## src/rtl/bgrft_pkg.sv

```systemverilog
// Shared constants, types and helper functions of the bit grid transform block.
`default_nettype none
package bgrft_pkg;

  localparam int unsigned MaxRows   = 8;
  localparam int unsigned MaxCols   = 8;
  localparam int unsigned GridDepth = MaxRows * MaxCols;
  localparam int unsigned AddrW     = $clog2(GridDepth);
  localparam int unsigned CountW    = $clog2(GridDepth + 1);
  localparam int unsigned DimW      = 4;
  localparam int unsigned CoordW    = 3;
  localparam int unsigned ModeW     = 3;
  localparam int unsigned CfgIdxW   = 2;
  localparam int unsigned CfgDataW  = 4;
  localparam int unsigned CodeW     = 2;

  // Reciprocal used to split a fill count into row and column.
  localparam int unsigned RecipShift = 9;
  localparam int unsigned RecipW     = RecipShift + 1;

  typedef enum logic [CfgIdxW-1:0] {
    CFG_ROWS = 2'd0,
    CFG_COLS = 2'd1,
    CFG_MODE = 2'd2
  } cfg_idx_e;

  typedef enum logic [ModeW-1:0] {
    MODE_FLIP      = 3'd0,
    MODE_MIRROR    = 3'd1,
    MODE_TRANSPOSE = 3'd2,
    MODE_ROT90     = 3'd3,
    MODE_ROT180    = 3'd4,
    MODE_ROT270    = 3'd5
  } mode_e;

  typedef enum logic [1:0] {
    ST_LOAD = 2'b01,
    ST_EMIT = 2'b10
  } state_e;

  typedef struct packed {
    logic [CoordW-1:0] row;
    logic [CoordW-1:0] col;
  } pos_t;

  // Clamp a configured dimension into 1..lim.
  function automatic logic [DimW-1:0] eff_dim(logic [DimW-1:0] v, logic [DimW-1:0] lim);
    logic [DimW-1:0] res;
    if (v == '0) begin
      res = DimW'(1);
    end else if (v > lim) begin
      res = lim;
    end else begin
      res = v;
    end
    return res;
  endfunction

  // floor(2^RecipShift / d) for the legal column counts.
  function automatic logic [RecipW-1:0] recip(logic [DimW-1:0] d);
    logic [RecipW-1:0] res;
    case (d)
      4'd1:    res = RecipW'(512);
      4'd2:    res = RecipW'(256);
      4'd3:    res = RecipW'(170);
      4'd4:    res = RecipW'(128);
      4'd5:    res = RecipW'(102);
      4'd6:    res = RecipW'(85);
      4'd7:    res = RecipW'(73);
      4'd8:    res = RecipW'(64);
      default: res = RecipW'(512);
    endcase
    return res;
  endfunction

endpackage
`default_nettype wire

```

## src/rtl/bgrft_divmod.sv

```systemverilog
// Splits the fill count into row and column for the current column count.
`default_nettype none
module bgrft_divmod (
  input  wire logic [bgrft_pkg::AddrW-1:0] count_i,
  input  wire logic [bgrft_pkg::DimW-1:0]  cols_i,
  output bgrft_pkg::pos_t                  pos_o
);

  localparam int unsigned ProdW = bgrft_pkg::AddrW + bgrft_pkg::RecipW;
  localparam int unsigned QuotW = ProdW - bgrft_pkg::RecipShift;
  localparam int unsigned QcW   = QuotW + bgrft_pkg::DimW;

  logic [ProdW-1:0] prod;
  logic [QuotW-1:0] q_est;
  logic [QcW-1:0]   qc;
  logic [QcW-1:0]   rem_est;
  logic [QuotW-1:0] quot;
  logic [QcW-1:0]   rem;

  always_comb begin
    prod    = ProdW'(count_i) * ProdW'(bgrft_pkg::recip(cols_i));
    q_est   = prod[ProdW-1:bgrft_pkg::RecipShift];
    qc      = QcW'(q_est) * QcW'(cols_i);
    rem_est = QcW'(count_i) - qc;
    // estimate is low by at most one
    if (rem_est >= QcW'(cols_i)) begin
      quot = q_est + QuotW'(1);
      rem  = rem_est - QcW'(cols_i);
    end else begin
      quot = q_est;
      rem  = rem_est;
    end
    pos_o.row = quot[bgrft_pkg::CoordW-1:0];
    pos_o.col = rem[bgrft_pkg::CoordW-1:0];
  end

endmodule
`default_nettype wire

```

## src/rtl/bit_grid_rotate_flip_transpose.sv

```systemverilog
// Top level: grid load, transform sequencer and grid memory.
`default_nettype none
// Takes one cell per cycle while loading. After the beat flagged last_cell the
// input stalls, and results are fetched through the registered memory read;
// results then follow one per cycle while the sink does not stall, paced by the
// single read port of the grid memory. Loading resumes the cycle after the final
// result is taken. Unloaded cells read as zero through the fill count, so there
// is no clearing pass.
module bit_grid_rotate_flip_transpose (
  input  wire logic                              clk_i,
  input  wire logic                              rst_ni,
  input  wire logic                              cfg_valid_i,
  output      logic                              cfg_ready_o,
  input  wire logic [bgrft_pkg::CfgIdxW-1:0]     cfg_index_i,
  input  wire logic [bgrft_pkg::CfgDataW-1:0]    cfg_data_i,
  input  wire logic                              in_valid_i,
  output      logic                              in_stall_o,
  input  wire logic [bgrft_pkg::CodeW-1:0]       cell_code_i,
  input  wire logic                              last_cell_i,
  output      logic                              out_valid_o,
  input  wire logic                              out_stall_i,
  output      logic                              out_bit_o,
  output      logic [bgrft_pkg::CoordW-1:0]      out_row_o,
  output      logic [bgrft_pkg::CoordW-1:0]      out_col_o,
  output      logic [bgrft_pkg::CoordW-1:0]      center_x_o,
  output      logic [bgrft_pkg::CoordW-1:0]      center_y_o,
  output      logic                              last_result_o
);

  localparam int unsigned DimW   = bgrft_pkg::DimW;
  localparam int unsigned CoordW = bgrft_pkg::CoordW;
  localparam int unsigned AddrW  = bgrft_pkg::AddrW;
  localparam int unsigned CountW = bgrft_pkg::CountW;
  localparam int unsigned IdxW   = 2 * DimW;

  bgrft_pkg::state_e state_q, state_d;

  logic [DimW-1:0]             rows_q, cols_q;
  logic [bgrft_pkg::ModeW-1:0] mode_q;
  logic [CountW-1:0]           load_cnt_q, load_cnt_d;
  logic [CoordW-1:0]           cen_row_q, cen_row_d, cen_col_q, cen_col_d;
  logic [CoordW-1:0]           r_q, r_d, c_q, c_d;
  logic                        more_q, more_d;
  logic                        out_valid_q, out_valid_d;
  logic [CoordW-1:0]           out_row_q, out_col_q;
  logic                        out_last_q, out_hit_q;
  logic                        rdata_q;

  logic                        mem [bgrft_pkg::GridDepth];

  logic [DimW-1:0]   eff_rows, eff_cols, o_rows, o_cols;
  logic [IdxW-1:0]   total;
  logic              in_take, load_wr, fetch, out_take, last_col, last_row, final_cell;
  logic              swap;
  logic [DimW-1:0]   src_r, src_c;
  logic [IdxW-1:0]   src_idx;
  logic              src_hit;
  logic [CoordW-1:0] cen_x, cen_y, rows3, cols3;
  bgrft_pkg::pos_t   ld_pos;

  assign cfg_ready_o = 1'b1;

  always_ff @(posedge clk_i or negedge rst_ni) begin
    if (!rst_ni) begin
      rows_q <= DimW'(1);
      cols_q <= DimW'(1);
      mode_q <= bgrft_pkg::MODE_FLIP;
    end else if (cfg_valid_i) begin
      case (bgrft_pkg::cfg_idx_e'(cfg_index_i))
        bgrft_pkg::CFG_ROWS: rows_q <= cfg_data_i;
        bgrft_pkg::CFG_COLS: cols_q <= cfg_data_i;
        bgrft_pkg::CFG_MODE: mode_q <= cfg_data_i[bgrft_pkg::ModeW-1:0];
        default: ;
      endcase
    end
  end

  always_comb begin
    eff_rows = bgrft_pkg::eff_dim(rows_q, DimW'(bgrft_pkg::MaxRows));
    eff_cols = bgrft_pkg::eff_dim(cols_q, DimW'(bgrft_pkg::MaxCols));
    total    = IdxW'(eff_rows) * IdxW'(eff_cols);
  end

  assign in_stall_o = (state_q != bgrft_pkg::ST_LOAD);
  assign in_take    = in_valid_i && !in_stall_o;
  assign load_wr    = in_take && (IdxW'(load_cnt_q) < total);

  bgrft_divmod u_divmod (
    .count_i (load_cnt_q[AddrW-1:0]),
    .cols_i  (eff_cols),
    .pos_o   (ld_pos)
  );

  // Source cell and transformed center.
  always_comb begin
    rows3 = eff_rows[CoordW-1:0];
    cols3 = eff_cols[CoordW-1:0];
    swap  = (mode_q == bgrft_pkg::MODE_TRANSPOSE) || (mode_q == bgrft_pkg::MODE_ROT90) ||
            (mode_q == bgrft_pkg::MODE_ROT270);
    o_rows = swap ? eff_cols : eff_rows;
    o_cols = swap ? eff_rows : eff_cols;
    src_r  = {1'b0, r_q};
    src_c  = {1'b0, c_q};
    cen_x  = cen_col_q;
    cen_y  = cen_row_q;
    case (mode_q)
      bgrft_pkg::MODE_FLIP: begin
        src_r = eff_rows - DimW'(1) - {1'b0, r_q};
        cen_y = rows3 - cen_row_q - CoordW'(1);
      end
      bgrft_pkg::MODE_MIRROR: begin
        src_c = eff_cols - DimW'(1) - {1'b0, c_q};
        cen_x = cols3 - cen_col_q - CoordW'(1);
      end
      bgrft_pkg::MODE_TRANSPOSE: begin
        src_r = {1'b0, c_q};
        src_c = {1'b0, r_q};
        cen_x = cen_row_q;
        cen_y = cen_col_q;
      end
      bgrft_pkg::MODE_ROT90: begin
        src_r = eff_rows - DimW'(1) - {1'b0, c_q};
        src_c = {1'b0, r_q};
        cen_x = rows3 - cen_row_q - CoordW'(1);
        cen_y = cen_col_q;
      end
      bgrft_pkg::MODE_ROT180: begin
        src_r = eff_rows - DimW'(1) - {1'b0, r_q};
        src_c = eff_cols - DimW'(1) - {1'b0, c_q};
        cen_x = cols3 - cen_col_q - CoordW'(1);
        cen_y = rows3 - cen_row_q - CoordW'(1);
      end
      bgrft_pkg::MODE_ROT270: begin
        src_r = {1'b0, c_q};
        src_c = eff_cols - DimW'(1) - {1'b0, r_q};
        cen_x = cen_row_q;
        cen_y = cols3 - cen_col_q - CoordW'(1);
      end
      default: ;
    endcase
    src_idx  = IdxW'(src_r) * IdxW'(eff_cols) + IdxW'(src_c);
    // cells past the fill count were never loaded in this run
    src_hit  = src_idx < IdxW'(load_cnt_q);
    last_col = ({1'b0, c_q} == o_cols - DimW'(1));
    last_row = ({1'b0, r_q} == o_rows - DimW'(1));
  end

  assign final_cell = last_col && last_row;
  assign out_take   = out_valid_q && !out_stall_i;
  assign fetch      = (state_q == bgrft_pkg::ST_EMIT) && more_q && (!out_valid_q || !out_stall_i);

  always_comb begin
    state_d     = state_q;
    load_cnt_d  = load_cnt_q;
    cen_row_d   = cen_row_q;
    cen_col_d   = cen_col_q;
    r_d         = r_q;
    c_d         = c_q;
    more_d      = more_q;
    out_valid_d = out_valid_q;
    case (state_q)
      bgrft_pkg::ST_LOAD: begin
        if (load_wr) begin
          load_cnt_d = load_cnt_q + CountW'(1);
          if (cell_code_i[1]) begin
            cen_row_d = ld_pos.row;
            cen_col_d = ld_pos.col;
          end
        end
        if (in_take && last_cell_i) begin
          state_d = bgrft_pkg::ST_EMIT;
          r_d     = '0;
          c_d     = '0;
          more_d  = 1'b1;
        end
      end
      bgrft_pkg::ST_EMIT: begin
        if (fetch) begin
          out_valid_d = 1'b1;
          if (last_col) begin
            c_d = '0;
            r_d = r_q + CoordW'(1);
          end else begin
            c_d = c_q + CoordW'(1);
          end
          if (final_cell) begin
            more_d = 1'b0;
          end
        end else if (out_take) begin
          out_valid_d = 1'b0;
        end
        if (out_take && out_last_q) begin
          // drop the grid: the fill count alone marks it empty
          state_d    = bgrft_pkg::ST_LOAD;
          load_cnt_d = '0;
          cen_row_d  = '0;
          cen_col_d  = '0;
        end
      end
      default: state_d = bgrft_pkg::ST_LOAD;
    endcase
  end

  always_ff @(posedge clk_i or negedge rst_ni) begin
    if (!rst_ni) begin
      state_q     <= bgrft_pkg::ST_LOAD;
      load_cnt_q  <= '0;
      cen_row_q   <= '0;
      cen_col_q   <= '0;
      r_q         <= '0;
      c_q         <= '0;
      more_q      <= 1'b0;
      out_valid_q <= 1'b0;
    end else begin
      state_q     <= state_d;
      load_cnt_q  <= load_cnt_d;
      cen_row_q   <= cen_row_d;
      cen_col_q   <= cen_col_d;
      r_q         <= r_d;
      c_q         <= c_d;
      more_q      <= more_d;
      out_valid_q <= out_valid_d;
    end
  end

  always_ff @(posedge clk_i) begin
    if (fetch) begin
      out_row_q  <= r_q;
      out_col_q  <= c_q;
      out_last_q <= final_cell;
      out_hit_q  <= src_hit;
    end
  end

  // Grid memory: one write and one registered read a cycle.
  always_ff @(posedge clk_i) begin
    if (load_wr) begin
      mem[load_cnt_q[AddrW-1:0]] <= cell_code_i[0];
    end
    if (fetch) begin
      rdata_q <= mem[src_idx[AddrW-1:0]];
    end
  end

  assign out_valid_o   = out_valid_q;
  assign out_bit_o     = rdata_q & out_hit_q;
  assign out_row_o     = out_row_q;
  assign out_col_o     = out_col_q;
  assign center_x_o    = cen_x;
  assign center_y_o    = cen_y;
  assign last_result_o = out_last_q;

endmodule
`default_nettype wire

```

## config.mk

```make
export PLATFORM = sky130hd
export DESIGN_NAME = bit_grid_rotate_flip_transpose
export DESIGN_NICKNAME = d
export VERILOG_FILES = /design/src/rtl/bgrft_pkg.sv /design/src/rtl/bgrft_divmod.sv /design/src/rtl/bit_grid_rotate_flip_transpose.sv
export SDC_FILE = /design/constraint.sdc
export NUM_CORES = 1
export LEC_CHECK = 0
export ABC_AREA = 1
export ABC_CLOCK_PERIOD_IN_PS = 10500
export BUFFER_PORTS_ARGS = -buffer_cell sky130_fd_sc_hd__buf_2
export CORE_ASPECT_RATIO = 0.6
export CORE_UTILIZATION = 30
export CTS_CLUSTER_SIZE = 30
export DETAILED_ROUTE_END_ITERATION = 8
export PLACE_DENSITY = 0.54
export SLEW_MARGIN = 40
export SYNTH_ARGS = -nofsm -noshare
export SYNTH_HDL_FRONTEND = slang
export SYNTH_SLANG_ARGS = --single-unit
export TNS_END_PERCENT = 100
```

## constraint.sdc

```tcl
create_clock -name clk_i -period 10.5 [get_ports clk_i]
set_input_delay 0 -clock clk_i [delete_from_list [all_inputs] [get_ports clk_i]]
set_output_delay 0 -clock clk_i [all_outputs]
set_load 0.01 [all_outputs]
```

==> run metrics, run 1 <==
status finished, final reports clean; first-pass GRT wire length 43,800 um; largest net degree at the start of global routing 65; number of max-cap violations 0; CTS H-Tree Depth 3; IO buf count 29; # clock sinks 107; type of the most critical hold path in -> reg; Crit. End Element register; Layout Nets 1,458; Total GRT Usage 0.156; Seq/Total Area, Yosys 0.294; max_slew headroom 0.431; worst slew pin tran 0.844 ns; Tmin final 8.93 ns; initial antenna violation count 0; final non-filler cell total 1,736; n_diodes 0; Root Buffer clkbuf_16; gpl congestion 0.885; share of cells above drive strength 1 0.0893; cts repair resizes 0; Via density 4.71; Final Max Slew Viols 0; share of the synthesized area in the top cell type 0.211; Die Area 35,400 um^2; Post-Route WL 26,400 um; yosys warns 0; Iteration-0 DRC Markers 737; setup tns final 0 ns; Final Hold Viols 0; setup bufs post-CTS 0; Synth Instances 1,251; Worst Skew 0.0168 ns; #FFs+latches synth 107; area grow syn2layout 9.09%; final setup violation count 0; WP data arrival 9.18 ns; CP Launch Type register; cell type with the largest total area after synthesis edfxtp_1; antenna viol nets, final 0; final worst slack 1.57 ns; vias in the first global route 7,856; DR pass1 iterations 5; Starting Density 0.306; max incr delay on CP 0.68 ns; CTS tree done; fin crit share 0.850; final core occ 0.334; area of the core 33,900 um^2; CTS clk-pin slew, worst paths 0.07 ns; HPWL Detailed 20,800 um; Die Y 146 um; row cnt 52; f_max 0.112 GHz; slowest CP cell dfrtp_1; Die X 242 um; CP required 10.75 ns; post-place setup slack 1.67 ns; mean area per synthesized cell 8.30 um^2; vias 8,179; number of remaining DRC errors 0; largest cells by area after synthesis edfxtp_1 21%, ha_1 13%, fa_1 12%; Ports 31; Mapped Area 10,400 um^2; RSZ-0062 raised after global routing no; critical path class reg -> reg; Placed Cells incl. Taps 1,713; clk buf depth 2; total gr overflow 0; syn_nets 1,437; cts bufs inserted 9; Worst-Skew Late Latency 0.36 ns; CP max FO 18; synth unique cells 55; wire per inst 15.2 um
-- critical path: cells and delay by family (launching register included) --
family / cells / cell delay, ns
buffers and inverters: 6 / 1.27
AND/OR/NAND/NOR: 17 / 1.83
XOR/XNOR: 1 / 0.25
flip-flops: 1 / 0.68
adder cells (fa/ha/maj): 9 / 3.78
AO/OA/AOI/OAI: 4 / 1.01
-- cells by family after synthesis --
kind of cell,Yosys count,synth area share
adders and majority gates,172,0.252
other,1,0.000361
DFF,107,0.294
AOI/OAI and AO/OA,134,0.0793
and+or+nand+nor,557,0.239
xor gates and xnor gates,34,0.0312
muxes,12,0.0116
buffers and inverters,234,0.0926
-- layout by cell type (no fill, tap or decap), types with 6 or more instances in the layout --
cell type,n
nand2_1,250
nor2_1,192
inv_1,188
ha_1,110
edfxtp_1,73
fa_1,62
nand3_1,58
o21ai_0,51
dfrtp_1,31
buf_2,27
a21oi_1,26
xor2_1,23
o221ai_1,14
nand2_2,13
mux2i_1,12
inv_2,10
xnor2_1,9
nand4_1,9
clkbuf_16,9
o21ai_1,8
nand2_4,8
o211ai_1,8
buf_4,8
dlygate4sd3_1,7
nand3_4,6
-- repair_timing --
action | CTS | global route
setup endpoints to repair | 0 | 0
hold buffers | 7 | 0
endpoints found under the hold margin | 47 | 0
-- per-layer routing --
metal	share of wire	routed length (um)	GRT usage	vias up
li1	-	-	-	4069
met1	0.55	14400	0.255	3866
met2	0.38	10100	0.211	226
met3	0.062	1630	0.0263	18
met4	0.0071	186	0.0228	0
met5	0	0	0	-
-- registers in the layout, summed over array words and instances, names as in the netlist --
signal and count:
mem 64, mode_q 3, cols_q 4, cen_col_q 3
rows_q 4, state_q 2, out_col_o 3, more_q 1
r_q 3, rdata_q 1, cen_row_q 3, load_cnt_q 7
out_row_o 3, last_result_o 1, out_hit_q 1, out_valid_o 1
c_q 3
-- synthesized netlist by cell type, drive strengths merged --
master and instances:
nor3 3, dfstp 3, nand3 68, nor2b 1, nand2 272, nor2 199
o2111ai 4, a21boi 1, a21oi 27, o221ai 14, o22ai 1, a22oi 1
o21ai 62, o211ai 8, nand3b 2, clkinv 1, nand4 9, o32ai 4
inv 201, xnor2 9, a31oi 1, a211oi 4, dfrtp 31, o21a 2
conb 1, xor2 25, o21bai 4, edfxtp 73, clkbuf 15, buf 17
mux2i 12, or2 3, a2111o 1, ha 110, fa 62
-- path summary, 6_finish.rpt --
path	cells after the start	slack, ns	start	to
setup / recovery	37	1.57	cols_q[3]	cen_col_q[0]
max in group asynchronous	2	9.99	rst_ni	cols_q[0]
hold reg to reg	2	0.48	more_q	more_q
hold / removal	3	0.09	cfg_valid_i	rows_q[0]
setup reg to reg	37	1.57	cols_q[3]	cen_col_q[0]
min in group asynchronous	2	0.13	rst_ni	c_q[2]
-- final cells by class --
cell class                      instances  area [um^2]
Clock buffer                            9          225
Clock inverter                          7         67.6
Fill cell                            3526        22600
Inverter                              202          768
Multi-Input combinational cell        910         6380
Sequential cell                       107         3050
Tap cell                              459          574
Timing Repair Buffer                   42          265
-- stage by stage --
stage | cell area, um^2 | hold WS, ns
2_1_floorplan | 10400 | -0.296
3_3_place_gp | 11000 | 0.155
3_5_place_dp | 11000 | -0.00427
4_1_cts | 11300 | 0.0782
5_1_grt | 11300 | 0.122
6_report | 11300 | 0.0852
Power of run 1 is left out: the tool's default activity adds up to more than one toggle a clock period on the data nets, which glitch-free logic cannot reach.
==> run 2, diff against run 1 <==
Settings changed: CORE_UTILIZATION 30 to 39, PLACE_DENSITY 0.54 to 0.64.
==> run metrics, run 2 (synthesis gave the netlist of run 1 again) <==
Iteration-0 DRC Markers 735; first-pass GRT wire length 42,500 um; critical path class reg -> reg; Die X 213 um; most frequent CP cell nand2_1; initial antenna violation count 0; antenna viol nets, final 0; R2R depth 38; gpl congestion 0.886; share of cells above drive strength 1 0.0871; CTS clk-pin slew, worst paths 0.08 ns; filler instances 2,550; Root Buffer clkbuf_16; area of the core 25,700 um^2; WHS Path Cells 3; Area after DPL 10,800 um^2; vias in the first global route 8,001; slowest CP cell dfrtp_1; Final Max Slew Viols 0; most frequent cells in the layout 250 x nand2_1, 192 x nor2_1, 188 x inv_1, 110 x ha_1, 73 x edfxtp_1; Final Hold Viols 0; Post-Route WL 25,300 um; CP Launch Type register; CP required 10.76 ns; Ports 31; final setup violation count 0; Hold Path Sink cols_q[0]; Placed Cells incl. Taps 1,604; DR pass1 iterations 8; max incr delay on CP 0.66 ns; Crit. End Element register; Layout Nets 1,456; Via density 5.11; Total GRT Usage 0.200; status finished, final reports clean; final non-filler cell total 1,627; RSZ-0062 raised after global routing no; clk buf depth 2; IO buf count 29; Die Y 128 um; number of remaining DRC errors 0; Worst-Skew Late Latency 0.36 ns; Die Area 27,300 um^2; Starting Density 0.403; cts bufs inserted 9; type of the most critical hold path in -> reg; f_max 0.114 GHz; area grow syn2layout 7.83%; largest net degree at the start of global routing 65; WP data arrival 9.06 ns; Final Instance Area 11,200 um^2; HPWL Detailed 19,700 um; worst flop-to-flop path startpoint cols_q[3]; fin crit share 0.838; tightest hold margin 0.0877 ns; vias 8,312; CP max FO 18; cts repair resizes 0; row cnt 45; hold path start cfg_valid_i; # clock sinks 107; CTS H-Tree Depth 3; CTS tree done; commonest non-fill, non-tap cell in the layout nand2_1; number of max-cap violations 0; wire per inst 15.5 um; total gr overflow 0; max_slew headroom 0.447; n_diodes 0; setup tns final 0 ns; number of flip-flops under the largest register name 64; Worst Skew 0.0114 ns; RR Endpoint cen_row_q[0]; worst slew pin tran 0.830 ns; r2r setup slk 1.70 ns; Tmin final 8.80 ns
==> run 2: cell types whose count changed in the layout (fill, tap and decap cells not counted) <==
cell / delta
buf_4: -2
clkinv_2: -1
clkinvlp_4: +1
o21ai_1: -1
clkbuf_1: +1
bufinv_16: +1
inv_6: -2
o21ai_0: +1
==> run 2: layer usage <==
layer | GRT usage | part of all wire | wire, um
met4 | 0.0355 | 0.0084 | 212
met1 | 0.323 | 0.53 | 13500
met2 | 0.276 | 0.39 | 9860
met3 | 0.0315 | 0.068 | 1710
met5 | 0 | 0 | 0
==> run 2: final cells by class <==
type | count | area [um^2] | area share
Timing Repair Buffer | 40 | 250 | 0.0224
Multi-Input combinational cell | 910 | 6380 | 0.570
Tap cell | 352 | 440 | 0.0393
Sequential cell | 107 | 3050 | 0.272
Clock buffer | 10 | 229 | 0.0205
Clock inverter | 6 | 82.6 | 0.00738
Inverter | 202 | 768 | 0.0686
==> run 2: critical path: cells and delay by family (launching register included) <==
kind	cells	cell delay, ns
fa+ha+maj	9	3.76
xor+xnor	1	0.28
compound gates	4	0.97
flops	1	0.66
buf+inv	6	1.22
simple gates	18	1.78
==> run 2: timing repair <==
item	in CTS	in global routing
hold buffers	7	0
hold endpoints to repair	45	0
buffers inserted	0	0
==> run 2: metrics by stage <==
stage / utilization / setup WS (ns)
after floorplan: - / 2.86
after global placement: 0.420 / 1.82
final: 0.435 / 1.70
after detailed placement: 0.420 / 1.75
after global routing: 0.435 / 0.960
after CTS: 0.435 / 1.73
==> run 2: how the worst max path moves through the flow <==
stage | cells past startpoint | startpoint | endpoint
after floorplan | 41 | cols_q[0] | cen_col_q[0]
after global placement | 38 | cols_q[3] | cen_col_q[0]
after detailed placement | 38 | cols_q[3] | cen_row_q[0]
after CTS | 38 | cols_q[3] | cen_row_q[0]
after global routing | 38 | cols_q[3] | cen_col_q[0]
final | 38 | cols_q[3] | cen_row_q[0]
Power of run 2 is left out for the same reason.
